[src/rtl/assert_macros.svh]
// Assertion macros used by the top-level RTL file.
`ifndef ASSERT_MACROS_SVH
`define ASSERT_MACROS_SVH

// Check a property on every rising clock edge outside reset.
`define ASSERT_CLK(label, prop, msg) \
   label: assert property (@(posedge clock) disable iff (reset) (prop)) else $error(msg);

// Check a property on every rising clock edge, reset included.
`define ASSERT_CLK_ALWAYS(label, prop, msg) \
   label: assert property (@(posedge clock) (prop)) else $error(msg);

`endif

[src/rtl/pitg_pkg.sv]
// Package with constants, codes and types of the triangle index generator.
`timescale 1ns / 1ps

package pitg_pkg;

   localparam int INDEX_BITS       = 16;
   localparam int MAX_TESSELLATION = 180;
   localparam int OUT_BITS         = 16;
   // Indices wrap at the narrower of the internal index width and the output width.
   localparam int IDX_W = (INDEX_BITS < OUT_BITS) ? INDEX_BITS : OUT_BITS;

   localparam int ROW_BITS      = 8;
   localparam int COL_BITS      = 9;
   localparam int TESS_BITS     = 8;
   localparam int STRIDE_BITS   = 9;
   localparam int MODE_BITS     = 3;
   localparam int BASE_BITS     = 16;
   localparam int CSR_DATA_BITS = 16;
   localparam int CSR_IDX_BITS  = 2;

   localparam int REQ_DATA_BITS = 24;
   localparam int RSP_DATA_BITS = 6 * OUT_BITS;
   localparam int RSP_USER_BITS = 2;

   localparam logic [TESS_BITS-1:0] TESS_MIN   = 8'd3;
   localparam logic [TESS_BITS-1:0] TESS_MAX   = TESS_BITS'(MAX_TESSELLATION);
   localparam logic [TESS_BITS-1:0] TESS_RESET = 8'd3;

   localparam logic [MODE_BITS-1:0] MODE_SPHERE = 3'd0;
   localparam logic [MODE_BITS-1:0] MODE_TORUS  = 3'd1;
   localparam logic [MODE_BITS-1:0] MODE_CONE   = 3'd2;
   localparam logic [MODE_BITS-1:0] MODE_BOTTOM = 3'd3;
   localparam logic [MODE_BITS-1:0] MODE_TOP    = 3'd4;

   localparam logic [CSR_IDX_BITS-1:0] CSR_SHAPE_MODE   = 2'd0;
   localparam logic [CSR_IDX_BITS-1:0] CSR_TESSELLATION = 2'd1;
   localparam logic [CSR_IDX_BITS-1:0] CSR_RIGHT_HANDED = 2'd2;
   localparam logic [CSR_IDX_BITS-1:0] CSR_CAP_BASE     = 2'd3;

   // Live configuration with the strides that follow from the tessellation.
   typedef struct packed {
      logic [MODE_BITS-1:0]   shape_mode;
      logic [TESS_BITS-1:0]   tess;           // clamped segment count t
      logic [STRIDE_BITS-1:0] sphere_stride;  // 2t+1
      logic [STRIDE_BITS-1:0] ring_stride;    // t+1
      logic [STRIDE_BITS-1:0] cone_wrap;      // 2t+2
      logic                   right_handed;
      logic [BASE_BITS-1:0]   cap_base;
   } cfg_type;

endpackage

[src/rtl/primitive_triangle_index_generator.sv]
// Top level: three-stage pipeline that turns grid positions into triangle indices.
// One beat carries a row and column position and returns one beat with up to two
// triangles of 16-bit vertex indices; a new position is taken every cycle while the
// result side does not stall. A beat passes through the three register stages (bounds
// check and wrap, stride multiply, corner add and select) before it is on the result
// ports. A stall on the result side holds the pipeline stage by stage, and empty stages
// keep taking beats.
// Configuration writes take effect on the next cycle; the user must make them only while
// no beat is in flight, as the block itself does not enforce this.
`timescale 1ns / 1ps
`include "assert_macros.svh"

module primitive_triangle_index_generator (
   input  logic                                 clock,
   input  logic                                 reset,
   input  logic                                 req_tvalid,
   output logic                                 req_tready,
   // row [7:0], column [16:8], zero pad [23:17]
   input  logic [pitg_pkg::REQ_DATA_BITS-1:0]   req_tdata,
   output logic                                 rsp_tvalid,
   input  logic                                 rsp_tready,
   // first_a, first_b, first_c, second_a, second_b, second_c (16 bits each)
   output logic [pitg_pkg::RSP_DATA_BITS-1:0]   rsp_tdata,
   // second_valid [0], in_range [1]
   output logic [pitg_pkg::RSP_USER_BITS-1:0]   rsp_tuser,
   input  logic                                 csr_we,
   input  logic [pitg_pkg::CSR_IDX_BITS-1:0]    csr_index,
   input  logic [pitg_pkg::CSR_DATA_BITS-1:0]   csr_wdata
);
   import pitg_pkg::*;

   typedef struct packed {
      logic [IDX_W-1:0] c;
      logic [IDX_W-1:0] b;
      logic [IDX_W-1:0] a;
   } tri_type;

   cfg_type cfg;

   pitg_cfg_regs u_cfg (
      .clock     (clock),
      .reset     (reset),
      .csr_we    (csr_we),
      .csr_index (csr_index),
      .csr_wdata (csr_wdata),
      .cfg       (cfg)
   );

   logic rdy1, rdy2, rdy3;

   // Stage 1: bounds check and wrapped neighbors
   logic                   s1_valid_ff, s1_valid_in;
   logic [ROW_BITS-1:0]    s1_row_ff, s1_row_in;
   logic [COL_BITS-1:0]    s1_col_ff, s1_col_in;
   logic [COL_BITS-1:0]    s1_next_col_ff, s1_next_col_in;
   logic [STRIDE_BITS-1:0] s1_next_row_ff, s1_next_row_in;
   logic [STRIDE_BITS-1:0] s1_stride_ff, s1_stride_in;
   logic                   s1_in_range_ff, s1_in_range_in;

   // Stage 2: row base products and single-triangle corners
   logic                   s2_valid_ff, s2_valid_in;
   logic [COL_BITS-1:0]    s2_col_ff;
   logic [COL_BITS-1:0]    s2_next_col_ff;
   logic [IDX_W-1:0]       s2_base0_ff, s2_base0_in;
   logic [IDX_W-1:0]       s2_base1_ff, s2_base1_in;
   logic                   s2_in_range_ff;
   tri_type                s2_single_ff, s2_single_in;

   // Stage 3: output register
   logic                   s3_valid_ff, s3_valid_in;
   tri_type                s3_first_ff, s3_first_in;
   tri_type                s3_second_ff, s3_second_in;
   logic                   s3_second_valid_ff, s3_second_valid_in;
   logic                   s3_in_range_ff, s3_in_range_in;

   // A stage takes a new beat when it is empty or its successor takes its beat.
   assign rdy3       = !s3_valid_ff || rsp_tready;
   assign rdy2       = !s2_valid_ff || rdy3;
   assign rdy1       = !s1_valid_ff || rdy2;
   assign req_tready = rdy1;

   // ---------------- stage 1 ----------------
   logic [COL_BITS:0]      c_inc;
   logic [STRIDE_BITS-1:0] r_inc;

   always_comb begin
      s1_row_in      = req_tdata[ROW_BITS-1:0];
      s1_col_in      = req_tdata[ROW_BITS +: COL_BITS];
      r_inc          = {1'b0, s1_row_in} + 9'd1;
      c_inc          = {1'b0, s1_col_in} + 10'd1;
      s1_stride_in   = '0;
      s1_next_col_in = c_inc[COL_BITS-1:0];
      s1_next_row_in = r_inc;
      s1_in_range_in = 1'b0;
      case (cfg.shape_mode)
         MODE_SPHERE: begin
            s1_stride_in   = cfg.sphere_stride;
            s1_in_range_in = (s1_row_in < cfg.tess) && (s1_col_in < cfg.sphere_stride);
            if (c_inc == {1'b0, cfg.sphere_stride}) s1_next_col_in = '0;
         end
         MODE_TORUS: begin
            s1_stride_in   = cfg.ring_stride;
            s1_in_range_in = (s1_row_in <= cfg.tess) && (s1_col_in <= {1'b0, cfg.tess});
            if (c_inc == {1'b0, cfg.ring_stride}) s1_next_col_in = '0;
            if (r_inc == cfg.ring_stride) s1_next_row_in = '0;
         end
         MODE_CONE: begin
            s1_in_range_in = s1_col_in <= {1'b0, cfg.tess};
         end
         MODE_BOTTOM, MODE_TOP: begin
            s1_in_range_in = s1_col_in < ({1'b0, cfg.tess} - 9'd2);
         end
         default: s1_in_range_in = 1'b0;
      endcase
      s1_valid_in = rdy1 ? req_tvalid : s1_valid_ff;
   end

   always_ff @(posedge clock) begin
      if (reset) begin
         s1_valid_ff <= 1'b0;
      end else begin
         s1_valid_ff <= s1_valid_in;
      end
      if (rdy1) begin
         s1_row_ff      <= s1_row_in;
         s1_col_ff      <= s1_col_in;
         s1_next_col_ff <= s1_next_col_in;
         s1_next_row_ff <= s1_next_row_in;
         s1_stride_ff   <= s1_stride_in;
         s1_in_range_ff <= s1_in_range_in;
      end
   end

   // ---------------- stage 2 ----------------
   logic [COL_BITS:0]   two_c;
   logic [COL_BITS+1:0] cone_b, cone_c, cone_w;
   logic [IDX_W-1:0]    cap_p, cap_q;

   always_comb begin
      s2_base0_in = IDX_W'(s1_row_ff) * IDX_W'(s1_stride_ff);
      s2_base1_in = IDX_W'(s1_next_row_ff) * IDX_W'(s1_stride_ff);

      two_c  = {s1_col_ff, 1'b0};
      cone_w = {2'b00, cfg.cone_wrap};
      cone_b = {1'b0, two_c} + 11'd3;
      cone_c = {1'b0, two_c} + 11'd1;
      // For an in-range column, 2c+3 and 2c+1 stay below twice the wrap, so one subtract suffices.
      if (cone_b >= cone_w) cone_b = cone_b - cone_w;
      if (cone_c >= cone_w) cone_c = cone_c - cone_w;

      cap_p = IDX_W'(cfg.cap_base) + IDX_W'(s1_col_ff) + IDX_W'(1);
      cap_q = IDX_W'(cfg.cap_base) + IDX_W'(s1_col_ff) + IDX_W'(2);

      s2_single_in = '0;
      case (cfg.shape_mode)
         MODE_CONE: begin
            s2_single_in.a = IDX_W'(two_c);
            s2_single_in.b = IDX_W'(cone_b);
            s2_single_in.c = IDX_W'(cone_c);
         end
         MODE_BOTTOM: begin
            s2_single_in.a = IDX_W'(cfg.cap_base);
            s2_single_in.b = cap_p;
            s2_single_in.c = cap_q;
         end
         MODE_TOP: begin
            s2_single_in.a = IDX_W'(cfg.cap_base);
            s2_single_in.b = cap_q;
            s2_single_in.c = cap_p;
         end
         default: s2_single_in = '0;
      endcase
      s2_valid_in = rdy2 ? s1_valid_ff : s2_valid_ff;
   end

   always_ff @(posedge clock) begin
      if (reset) begin
         s2_valid_ff <= 1'b0;
      end else begin
         s2_valid_ff <= s2_valid_in;
      end
      if (rdy2) begin
         s2_col_ff      <= s1_col_ff;
         s2_next_col_ff <= s1_next_col_ff;
         s2_base0_ff    <= s2_base0_in;
         s2_base1_ff    <= s2_base1_in;
         s2_in_range_ff <= s1_in_range_ff;
         s2_single_ff   <= s2_single_in;
      end
   end

   // ---------------- stage 3 ----------------
   logic [IDX_W-1:0] r0c, r0n, r1c, r1n;
   tri_type          first_raw, second_raw;
   logic             two_tris;

   function automatic tri_type orient(tri_type t, logic keep);
      tri_type res;
      res = t;
      if (!keep) begin
         res.a = t.c;
         res.c = t.a;
      end
      return res;
   endfunction

   always_comb begin
      r0c = s2_base0_ff + IDX_W'(s2_col_ff);
      r0n = s2_base0_ff + IDX_W'(s2_next_col_ff);
      r1c = s2_base1_ff + IDX_W'(s2_col_ff);
      r1n = s2_base1_ff + IDX_W'(s2_next_col_ff);
      first_raw  = '0;
      second_raw = '0;
      two_tris   = 1'b0;
      case (cfg.shape_mode)
         MODE_SPHERE: begin
            first_raw  = '{c: r0n, b: r1c, a: r0c};
            second_raw = '{c: r1n, b: r1c, a: r0n};
            two_tris   = 1'b1;
         end
         MODE_TORUS: begin
            first_raw  = '{c: r1c, b: r0n, a: r0c};
            second_raw = '{c: r1c, b: r1n, a: r0n};
            two_tris   = 1'b1;
         end
         MODE_CONE, MODE_BOTTOM, MODE_TOP: begin
            first_raw = s2_single_ff;
         end
         default: two_tris = 1'b0;
      endcase

      s3_in_range_in     = s2_in_range_ff;
      s3_second_valid_in = s2_in_range_ff && two_tris;
      s3_first_in        = s2_in_range_ff ? orient(first_raw, cfg.right_handed) : '0;
      s3_second_in       = s3_second_valid_in ? orient(second_raw, cfg.right_handed) : '0;
      s3_valid_in        = rdy3 ? s2_valid_ff : s3_valid_ff;
   end

   always_ff @(posedge clock) begin
      if (reset) begin
         s3_valid_ff <= 1'b0;
      end else begin
         s3_valid_ff <= s3_valid_in;
      end
      if (rdy3) begin
         s3_first_ff        <= s3_first_in;
         s3_second_ff       <= s3_second_in;
         s3_second_valid_ff <= s3_second_valid_in;
         s3_in_range_ff     <= s3_in_range_in;
      end
   end

   assign rsp_tvalid = s3_valid_ff;
   assign rsp_tdata  = {OUT_BITS'(s3_second_ff.c), OUT_BITS'(s3_second_ff.b),
                        OUT_BITS'(s3_second_ff.a), OUT_BITS'(s3_first_ff.c),
                        OUT_BITS'(s3_first_ff.b),  OUT_BITS'(s3_first_ff.a)};
   assign rsp_tuser  = {s3_in_range_ff, s3_second_valid_ff};

   // ---------------- assertions ----------------
   `ASSERT_CLK(a_out_of_range_zero,
      (rsp_tvalid && !rsp_tuser[1]) |-> (rsp_tdata == '0),
      "out of range beat carries nonzero indices")
   `ASSERT_CLK(a_second_needs_range,
      (rsp_tvalid && rsp_tuser[0]) |-> rsp_tuser[1],
      "second triangle flagged outside range")
   `ASSERT_CLK(a_no_second_zero,
      (rsp_tvalid && !rsp_tuser[0]) |-> (rsp_tdata[RSP_DATA_BITS-1:3*OUT_BITS] == '0),
      "absent second triangle is not zero")
   `ASSERT_CLK(a_stage1_holds,
      (s1_valid_ff && !rdy2) |=> (s1_valid_ff && $stable(s1_col_ff) && $stable(s1_row_ff)),
      "stage one beat lost during stall")

endmodule

[src/rtl/pitg_cfg_regs.sv]
// Configuration registers with tessellation clamp and derived strides.
`timescale 1ns / 1ps

module pitg_cfg_regs (
   input  logic                                 clock,
   input  logic                                 reset,
   input  logic                                 csr_we,
   input  logic [pitg_pkg::CSR_IDX_BITS-1:0]    csr_index,
   input  logic [pitg_pkg::CSR_DATA_BITS-1:0]   csr_wdata,
   output pitg_pkg::cfg_type                    cfg
);
   import pitg_pkg::*;

   cfg_type cfg_ff;
   cfg_type cfg_in;
   logic [TESS_BITS-1:0] tess_clamped;

   function automatic cfg_type set_tess(cfg_type cur, logic [TESS_BITS-1:0] t);
      cfg_type res;
      res               = cur;
      res.tess          = t;
      res.sphere_stride = {t, 1'b0} + 9'd1;
      res.ring_stride   = {1'b0, t} + 9'd1;
      res.cone_wrap     = {t, 1'b0} + 9'd2;
      return res;
   endfunction

   function automatic cfg_type reset_cfg();
      cfg_type res;
      res              = set_tess('0, TESS_RESET);
      res.shape_mode   = MODE_SPHERE;
      res.right_handed = 1'b1;
      res.cap_base     = '0;
      return res;
   endfunction

   always_comb begin
      if (csr_wdata[TESS_BITS-1:0] < TESS_MIN) begin
         tess_clamped = TESS_MIN;
      end else if (csr_wdata[TESS_BITS-1:0] > TESS_MAX) begin
         tess_clamped = TESS_MAX;
      end else begin
         tess_clamped = csr_wdata[TESS_BITS-1:0];
      end

      cfg_in = cfg_ff;
      if (csr_we) begin
         case (csr_index)
            CSR_SHAPE_MODE:   cfg_in.shape_mode   = csr_wdata[MODE_BITS-1:0];
            CSR_TESSELLATION: cfg_in              = set_tess(cfg_ff, tess_clamped);
            CSR_RIGHT_HANDED: cfg_in.right_handed = csr_wdata[0];
            CSR_CAP_BASE:     cfg_in.cap_base     = csr_wdata[BASE_BITS-1:0];
            default:          cfg_in              = cfg_ff;
         endcase
      end
   end

   always_ff @(posedge clock) begin
      if (reset) begin
         cfg_ff <= reset_cfg();
      end else begin
         cfg_ff <= cfg_in;
      end
   end

   assign cfg = cfg_ff;

endmodule
[config.mk]
export PLATFORM = sky130hd
export DESIGN_NAME = primitive_triangle_index_generator
export DESIGN_NICKNAME = d
export VERILOG_FILES = /design/src/rtl/pitg_pkg.sv /design/src/rtl/primitive_triangle_index_generator.sv /design/src/rtl/pitg_cfg_regs.sv
export VERILOG_INCLUDE_DIRS = /design/src /design/src/rtl
export SDC_FILE = /design/constraint.sdc
export NUM_CORES = 1
export LEC_CHECK = 0
export BUFFER_PORTS_ARGS = -buffer_cell sky130_fd_sc_hd__buf_2
export CAP_MARGIN = 15
export CORE_ASPECT_RATIO = 1.2
export CORE_UTILIZATION = 63
export CTS_CLUSTER_DIAMETER = 30
export CTS_CLUSTER_SIZE = 30
export DETAILED_ROUTE_END_ITERATION = 6
export PLACE_DENSITY = 0.88
export SYNTH_ARGS = -nofsm -noshare
export SYNTH_HDL_FRONTEND = slang
export SYNTH_HIERARCHICAL = 1
export SYNTH_SLANG_ARGS = --single-unit
export TNS_END_PERCENT = 100
[constraint.sdc]
create_clock -name clock -period 6.1 [get_ports clock]
set_input_delay 0.305 -clock clock [delete_from_list [all_inputs] [get_ports clock]]
set_output_delay 0.305 -clock clock [all_outputs]
set_load 0.02 [all_outputs]
==> flow_summary.yaml, run 1 <==
pwr:
  ir_drop_uv: 263
  p_leak_nw: 10.9
  p_per_area_nw_per_um2: 336
setup_path:
  r2r_slack_ns: 0.91
  critPathKind: "register to register"
  r2r_end: "s2_base1_ff[14]"
  r2r_start: "s1_stride_ff[2]"
  critPathArrivalTime_ns: 5.58
  worst_setup_path_start_kind: "register"
  cp.required_ns: 6.50
  cp-end-kind: "register"
  worstRegToRegCells: 16
  cp_max_fo: 17
logic_synthesis:
  ys_seq_elements: 282
  synthMuxAreaShare_pct: 1.32
  synth-simple-area-share_pct: 16.5
  synth_edf_count: 242
  synthAdderAreaFrac_pct: 18.1
  syn_nets: 2627
  syn_area_per_cell_sq_um: 9.61
  ys_warn_count: 6
  synthCells: 2316
  async_reset_ff_share_pct: 0
  yosysSeqAreaShare_pct: 36.3
  synth_xor_area_share_pct: 6.17
  synth_top_family_by_area: "adder cells"
  ys_types: 97
  synthFlopType: "edfxtp_1"
  syn_area_sq_um: 22200
  synth_compound_area_share_pct: 15.6
status:
  status: "complete, no violations"
floorplan:
  num_io_pins: 147
  fp.dieH_um: 208
  dieArea_sq_um: 36100
  initial_core_util_pct: 63.7
  core_area_sq_um: 34900
  die_x_um: 174
  num_rows: 75
timing:
  rsz0062_at_grt: "no"
  period_needed_ns: 5.19
  slew_violations: 0
  period_share_pct: 85.0
  hold_slack_ns: 0.0107
  final-setup-viol-count: 0
  relSlewSlack_pct: 28.0
  setup_slack_ns: 0.915
  worst-slew-pin-transition_ns: 1.08
  hold_viol: 0
  finClkSkew_ns: 0.0401
  fin_tns_setup_ns: 0
  max_freq_ghz: 0.193
clocking:
  insertion_delay_ns: 0.58
  root_buffer: "clkbuf_16"
  htree_levels: 2
  cts_tree: "yes"
  clkSlewWorstSetupHoldPaths_ns: 0.06
  cts.sinks: 282
  cts_setup_buffers: 0
  cts_inserted_buffers: 47
  ctsResizeCount: 0
  clock_path_buffers: 3
global_route:
  met1_usage_pct: 43.4
  antenna_found_initial: 1
  top_usage_layer: "met2"
  grt_first_pass_wirelength_um: 99800
  grt_overflow: 0
  use_met2_pct: 59.1
  use_met3_pct: 4.32
  gr-usage-all-layers_pct: 35.7
  grt_max_degree: 88
  grt_pass1_vias: 18400
drt:
  via_count: 18900
  post_drt_wl_per_cell_um: 22.0
  drtAntennaViolNets: 0
  drtIter0Drc: 2227
  firstDrtPassIters: 7
  viasPerCell: 6.50
  wl_um: 64100
  drc: 0
hold_path:
  whs_path_depth: 1
  holdPathEnd: "s1_row_ff[6]"
  hold_path_class: "primary input to register"
  min-delay-start: "req_tdata[6]"
placed_design:
  gp_congestion: 0.967
  port_buffers: 139
  dp_hpwl_um: 47000
  place_ws_ns: 1.21
finish:
  areaGrowthSynthToFinish_pct: 11.4
  fin_util_pct: 71.0
  layout-drive-gt1-share_pct: 11.5
  antennaDiodeCount: 0
  nets: 2721
  num-fill-cells: 2437
flow_run:
  drv_cap: 0
[logic make-up (layout without fill, tap and decap cells)]
group | after synthesis | after routing
simple gates | 740 | 740
flops | 282 | 282
xor+xnor | 155 | 155
compound gates | 519 | 519
other cells | 2 | 2
buf+inv | 325 | 456
mux | 29 | 29
fa+ha+maj | 264 | 264
[sequential cells by signal (all words and copies together) (netlist names)]
register	cells
rsp_tdata	96
rsp_tvalid	1
s1_col_ff	9
s1_in_range_ff	1
s1_next_col_ff	9
s1_next_row_ff	9
s1_row_ff	8
s1_stride_ff	9
s1_valid_ff	1
s2_base0_ff	16
s2_base1_ff	16
s2_col_ff	9
s2_in_range_ff	1
s2_next_col_ff	9
s2_single_ff	48
s2_valid_ff	1
s3_in_range_ff	1
s3_second_valid_ff	1
u_cfg/cfg	37
[critical path, stage by stage (launching register included)]
cell and delay [ns]:
edfxtp_1 0.67, nand2_1 0.17, fa_1 0.57, inv_1 0.06, fa_1 0.45, ha_1 0.29
inv_1 0.06, fa_1 0.54, fa_1 0.52, nor2b_1 0.15, o21ai_0 0.11, a21boi_0 0.31
o21ai_0 0.17, a21boi_0 0.33, o21ai_0 0.21, a211o_1 0.35, o211ai_1 0.10
[routing by layer]
layer  vias up  share of wire (%)  wire (um)
met2      1218                 47      30000
li1       8384                  -          -
met4         0                8.3       5340
met5         -                  0          0
met3       319                8.1       5190
met1      8978                 37      23500
[where the power goes]
group          total [mW]  switching, mW  internal, mW
logic                3.10           1.96          1.14
clock network        2.62           1.08          1.54
registers            2.60          0.238          2.36
total                8.32           3.28          5.04
[cell usage after synthesis, types with 6 or more instances]
cell / instances / share of area [%]
a221oi_1: 10 / 0.39
nor4_1: 7 / 0.20
edfxtp_1: 242 / 33
mux2i_1: 26 / 1.2
a22o_1: 10 / 0.39
o32ai_1: 8 / 0.31
or3_1: 13 / 0.37
buf_1: 8 / 0.13
o22ai_1: 28 / 0.79
and2_1: 126 / 3.5
buf_4: 22 / 0.74
clkbuf_1: 76 / 1.3
nand4_1: 23 / 0.65
a21oi_1: 147 / 3.3
nor2_1: 168 / 2.8
a211oi_1: 41 / 1.4
a21o_1: 20 / 0.67
nand2b_1: 20 / 0.56
and3_1: 19 / 0.53
fa_1: 97 / 8.7
dfxtp_1: 40 / 3.6
buf_2: 8 / 0.18
a211o_1: 6 / 0.24
o21a_1: 20 / 0.67
xnor2_1: 107 / 4.2
xor2_1: 46 / 1.8
inv_1: 206 / 3.5
a21boi_0: 7 / 0.24
nand2_1: 215 / 3.6
o21bai_1: 14 / 0.47
a31oi_1: 13 / 0.37
ha_1: 167 / 9.4
nor3_1: 35 / 0.79
nand3_1: 47 / 1.1
a22oi_1: 21 / 0.71
o211ai_1: 13 / 0.44
nor2b_1: 25 / 0.70
o21ai_0: 89 / 2.0
[layout make-up]
class | count | area [sq um] | area share (%)
Inverter | 206 | 776 | 3.13
Multi-Input combinational cell | 1709 | 12800 | 51.8
Sequential cell | 282 | 8070 | 32.6
Clock inverter | 31 | 367 | 1.48
Tap cell | 462 | 578 | 2.33
Clock buffer | 55 | 1240 | 4.99
Timing Repair Buffer | 164 | 908 | 3.67
[what timing repair did]
item                                    CTS  global route
endpoints found under the setup margin    0             0
hold buffers                             10             0
hold endpoints to repair                 10             0
[placed cells by master (no fill, tap or decap), types with 8 or more instances in the layout]
master         Yosys  final
edfxtp_1         242    242
nand2_1          215    214
inv_1            206    204
nor2_1           168    168
ha_1             167    167
a21oi_1          147    147
buf_2              8    139
and2_1           126    127
xnor2_1          107    107
fa_1              97     97
o21ai_0           89     89
clkbuf_16          0     48
nand3_1           47     47
xor2_1            46     46
a211oi_1          41     41
dfxtp_1           40     39
nor3_1            35     34
o22ai_1           28     28
mux2i_1           26     26
nor2b_1           25     25
nand4_1           23     23
a22oi_1           21     21
nand2b_1          20     20
o21a_1            20     20
a21o_1            20     20
and3_1            19     19
buf_4             22     15
o21bai_1          14     14
a31oi_1           13     13
or3_1             13     13
o211ai_1          13     13
a221oi_1          10     10
a22o_1            10     10
dlygate4sd3_1      0     10
o32ai_1            8      8
[through the flow]
stage / total power [mW] / cell area [sq um] / instances
6_report: 8.32 / 24800 / 2909
5_1_grt: 8.66 / 24800 / 2909
4_1_cts: 8.21 / 24800 / 2909
3_5_place_dp: 5.54 / 23100 / 2813
3_3_place_gp: 5.42 / 23100 / 2813
2_1_floorplan: 4.67 / 22200 / 2316
[worst max-delay path by stage]
stage,start,end,slack (ns),depth (start not counted)
finish,s1_stride_ff[2],s2_base1_ff[14],0.91,16
global route,s1_stride_ff[2],s2_base1_ff[14],0.68,19
CTS,s1_stride_ff[2],s2_base1_ff[14],1.00,16
detailed placement,s1_stride_ff[0],s2_base0_ff[14],1.21,14
global placement,s1_stride_ff[0],s2_base0_ff[14],1.34,14
floorplan,s1_stride_ff[0],s2_base0_ff[14],1.52,15
No activity file was read; power rests on OpenSTA's default activity.
==> run 2: changes to the inputs <==
==> constraint.sdc (replaced) <==
create_clock -name clock -period 6.1 [get_ports clock]
set_input_delay 0.305 -clock clock [delete_from_list [all_inputs] [get_ports clock]]
set_output_delay 0.305 -clock clock [all_outputs]
set_load 0.05 [all_outputs]
==> run 2 against run 1 <==
The run now ends with DRC left. Hold slack improved by 0.011 ns. Combinational power grew 6%. Highest routed layer unchanged. Largest power group unchanged. Global-route usage down 0.095 points. Sequential power about the same. Utilization grew 0.63 points. Critical endpoint is now s2_base0_ff[13]. Clock skew down 0.021 ns.
==> flow_summary.yaml, run 2 (synthesis results as in run 1) <==
status:
  status: "complete, but fails checks"
  violations: "DRC"
finish:
  multiInputGateArea_sq_um: 12800
  layout_commonest_cell: "edfxtp_1"
  nets: 2733
  seqCellArea_sq_um: 8070
  areaGrowthSynthToFinish_pct: 12.4
  antennaDiodeCount: 0
  num-fill-cells: 2466
  final_cell_mix: "242 x edfxtp_1, 214 x nand2_1, 204 x inv_1, 168 x nor2_1, 167 x ha_1"
  layout-drive-gt1-share_pct: 12.1
  fin_util_pct: 71.6
  largest_register_ffs: 96
timing:
  period_needed_ns: 5.17
  final-setup-viol-count: 0
  fin_tns_setup_ns: 0
  finClkSkew_ns: 0.0193
  relSlewSlack_pct: 25.8
  max_freq_ghz: 0.194
  rsz0062_at_grt: "no"
  period_share_pct: 84.7
  hold_viol: 0
  worst-slew-pin-transition_ns: 1.11
  slew_violations: 0
placed_design:
  dp_hpwl_um: 48100
  gp_congestion: 0.972
  port_buffers: 139
floorplan:
  initial_core_util_pct: 63.7
  dieArea_sq_um: 36100
  die_x_um: 174
  core_area_sq_um: 34900
  fp.dieH_um: 208
  num_io_pins: 147
  num_rows: 75
clocking:
  cts_setup_buffers: 0
  cts.sinks: 282
  ctsResizeCount: 0
  cts_tree: "yes"
  cts_hold_buf: 14
  root_buffer: "clkbuf_16"
  htree_levels: 2
  insertion_delay_ns: 0.58
  clock_path_buffers: 3
  clkSlewWorstSetupHoldPaths_ns: 0.05
  cts_inserted_buffers: 52
pwr:
  p_per_area_nw_per_um2: 350
  p_leak_nw: 11.0
  ir_drop_uv: 257
hold_path:
  hold_path_class: "primary input to register"
  min-delay-start: "req_tdata[2]"
setup_path:
  slowest_stage: "edfxtp_1"
  critPathBufInv: 3
  critPathArrivalTime_ns: 5.48
  cp-end-kind: "register"
  cp_max_fo: 17
  critPathTopFamily: "adder cells"
  crit_start: "s1_stride_ff[0]"
  cpPeakStageDelay_ns: 0.69
  critPathKind: "register to register"
  r2r_start: "s1_stride_ff[0]"
  crit_top_cell: "fa_1"
  cp.required_ns: 6.42
  cp_cell_sequence: "nand2_1 > fa_1 > fa_1 > inv_1 > fa_1 > inv_1 > fa_1 > inv_1 > ha_1 > a21boi_0 > o21ai_0 > a21oi_1 > a41oi_1 > nor2b_1 > xnor2_1"
  worst_setup_path_start_kind: "register"
drt:
  drtAntennaViolNets: 0
  post_drt_wl_per_cell_um: 22.0
  drtIter0Drc: 2143
  viasPerCell: 6.38
  firstDrtPassIters: 7
  drc: 18
  wl_um: 64300
  via_count: 18700
global_route:
  antenna_found_initial: 1
  grt_pass1_vias: 18200
  grt_overflow: 0
  grt_first_pass_wirelength_um: 99200
  gr-usage-all-layers_pct: 35.6
  grt_max_degree: 91
flow_run:
  drv_cap: 0
==> run 2: cell types whose count changed in the layout (fill, tap and decap cells not counted), moves of 2 or more <==
cell / delta
clkbuf_1: -3
inv_12: -7
buf_4: +3
clkbuf_16: +4
inv_6: +6
inv_8: +5
clkinv_8: -2
dlygate4sd3_1: +4
clkinv_2: -2
clkinvlp_4: +3
bufinv_16: +2
clkinv_4: +4
==> run 2: routing by layer <==
| layer | part of all wire (%) | track usage [%] | wire length [um] | up-vias |
|---|---|---|---|---|
| met1 | 37 | 43.2 | 24100 | 8926 |
| li1 | - | - | - | 8411 |
| met4 | 7.1 | 23.6 | 4550 | 0 |
| met5 | 0 | 0 | 0 | - |
| met2 | 48 | 59.8 | 30900 | 1098 |
| met3 | 7.5 | 4.47 | 4850 | 257 |
==> run 2: stage by stage <==
| step | setup slack (ns) | hold WS, ns | std cells | total power, mW | instance area [sq um] |
|---|---|---|---|---|---|
| after floorplan | 1.52 | 0.377 | 2316 | 4.87 | 22200 |
| after global placement | 1.33 | 0.405 | 2816 | 5.63 | 23100 |
| after detailed placement | 1.18 | 0.405 | 2816 | 5.77 | 23100 |
| after CTS | 0.997 | 0.00129 | 2928 | 8.66 | 25000 |
| after global routing | 0.675 | 0.00535 | 2928 | 9.10 | 25000 |
| final | 0.934 | 0.0217 | 2928 | 8.75 | 25000 |
==> run 2: worst register-to-register path: cells and delay by family, from the launching register on <==
| family | cells | cell delay (ns) |
|---|---|---|
| AOI/OAI and AO/OA | 4 | 1.02 |
| xor gates and xnor gates | 1 | 0.09 |
| adders and majority gates | 5 | 2.53 |
| buffers and inverters | 3 | 0.19 |
| DFF | 1 | 0.69 |
| and+or+nand+nor | 2 | 0.38 |
==> run 2: path summary, 6_finish.rpt <==
kind / cells past startpoint / slack [ns] / endpoint
hold / removal: 1 / 0.02 / s1_row_ff[2]
setup / recovery: 15 / 0.93 / s2_base0_ff[13]
hold reg to reg: 0 / 0.42 / s2_next_col_ff[7]
setup reg to reg: 15 / 0.93 / s2_base0_ff[13]
==> run 2: cell type report <==
type | instances | share of cell area (%)
clock buffers | 56 | 5.30
clock inverters | 42 | 1.75
inverters | 206 | 3.10
multi-input cells | 1709 | 51.4
flip-flops and latches | 282 | 32.3
well taps | 462 | 2.31
repair buffers | 171 | 3.88
==> run 2: where the power goes <==
part / switching [mW] / internal [mW] / total (mW)
Sequential: 0.234 / 2.36 / 2.60
Combinational: 2.15 / 1.14 / 3.29
Clock: 1.13 / 1.73 / 2.86
Total: 3.51 / 5.23 / 8.75
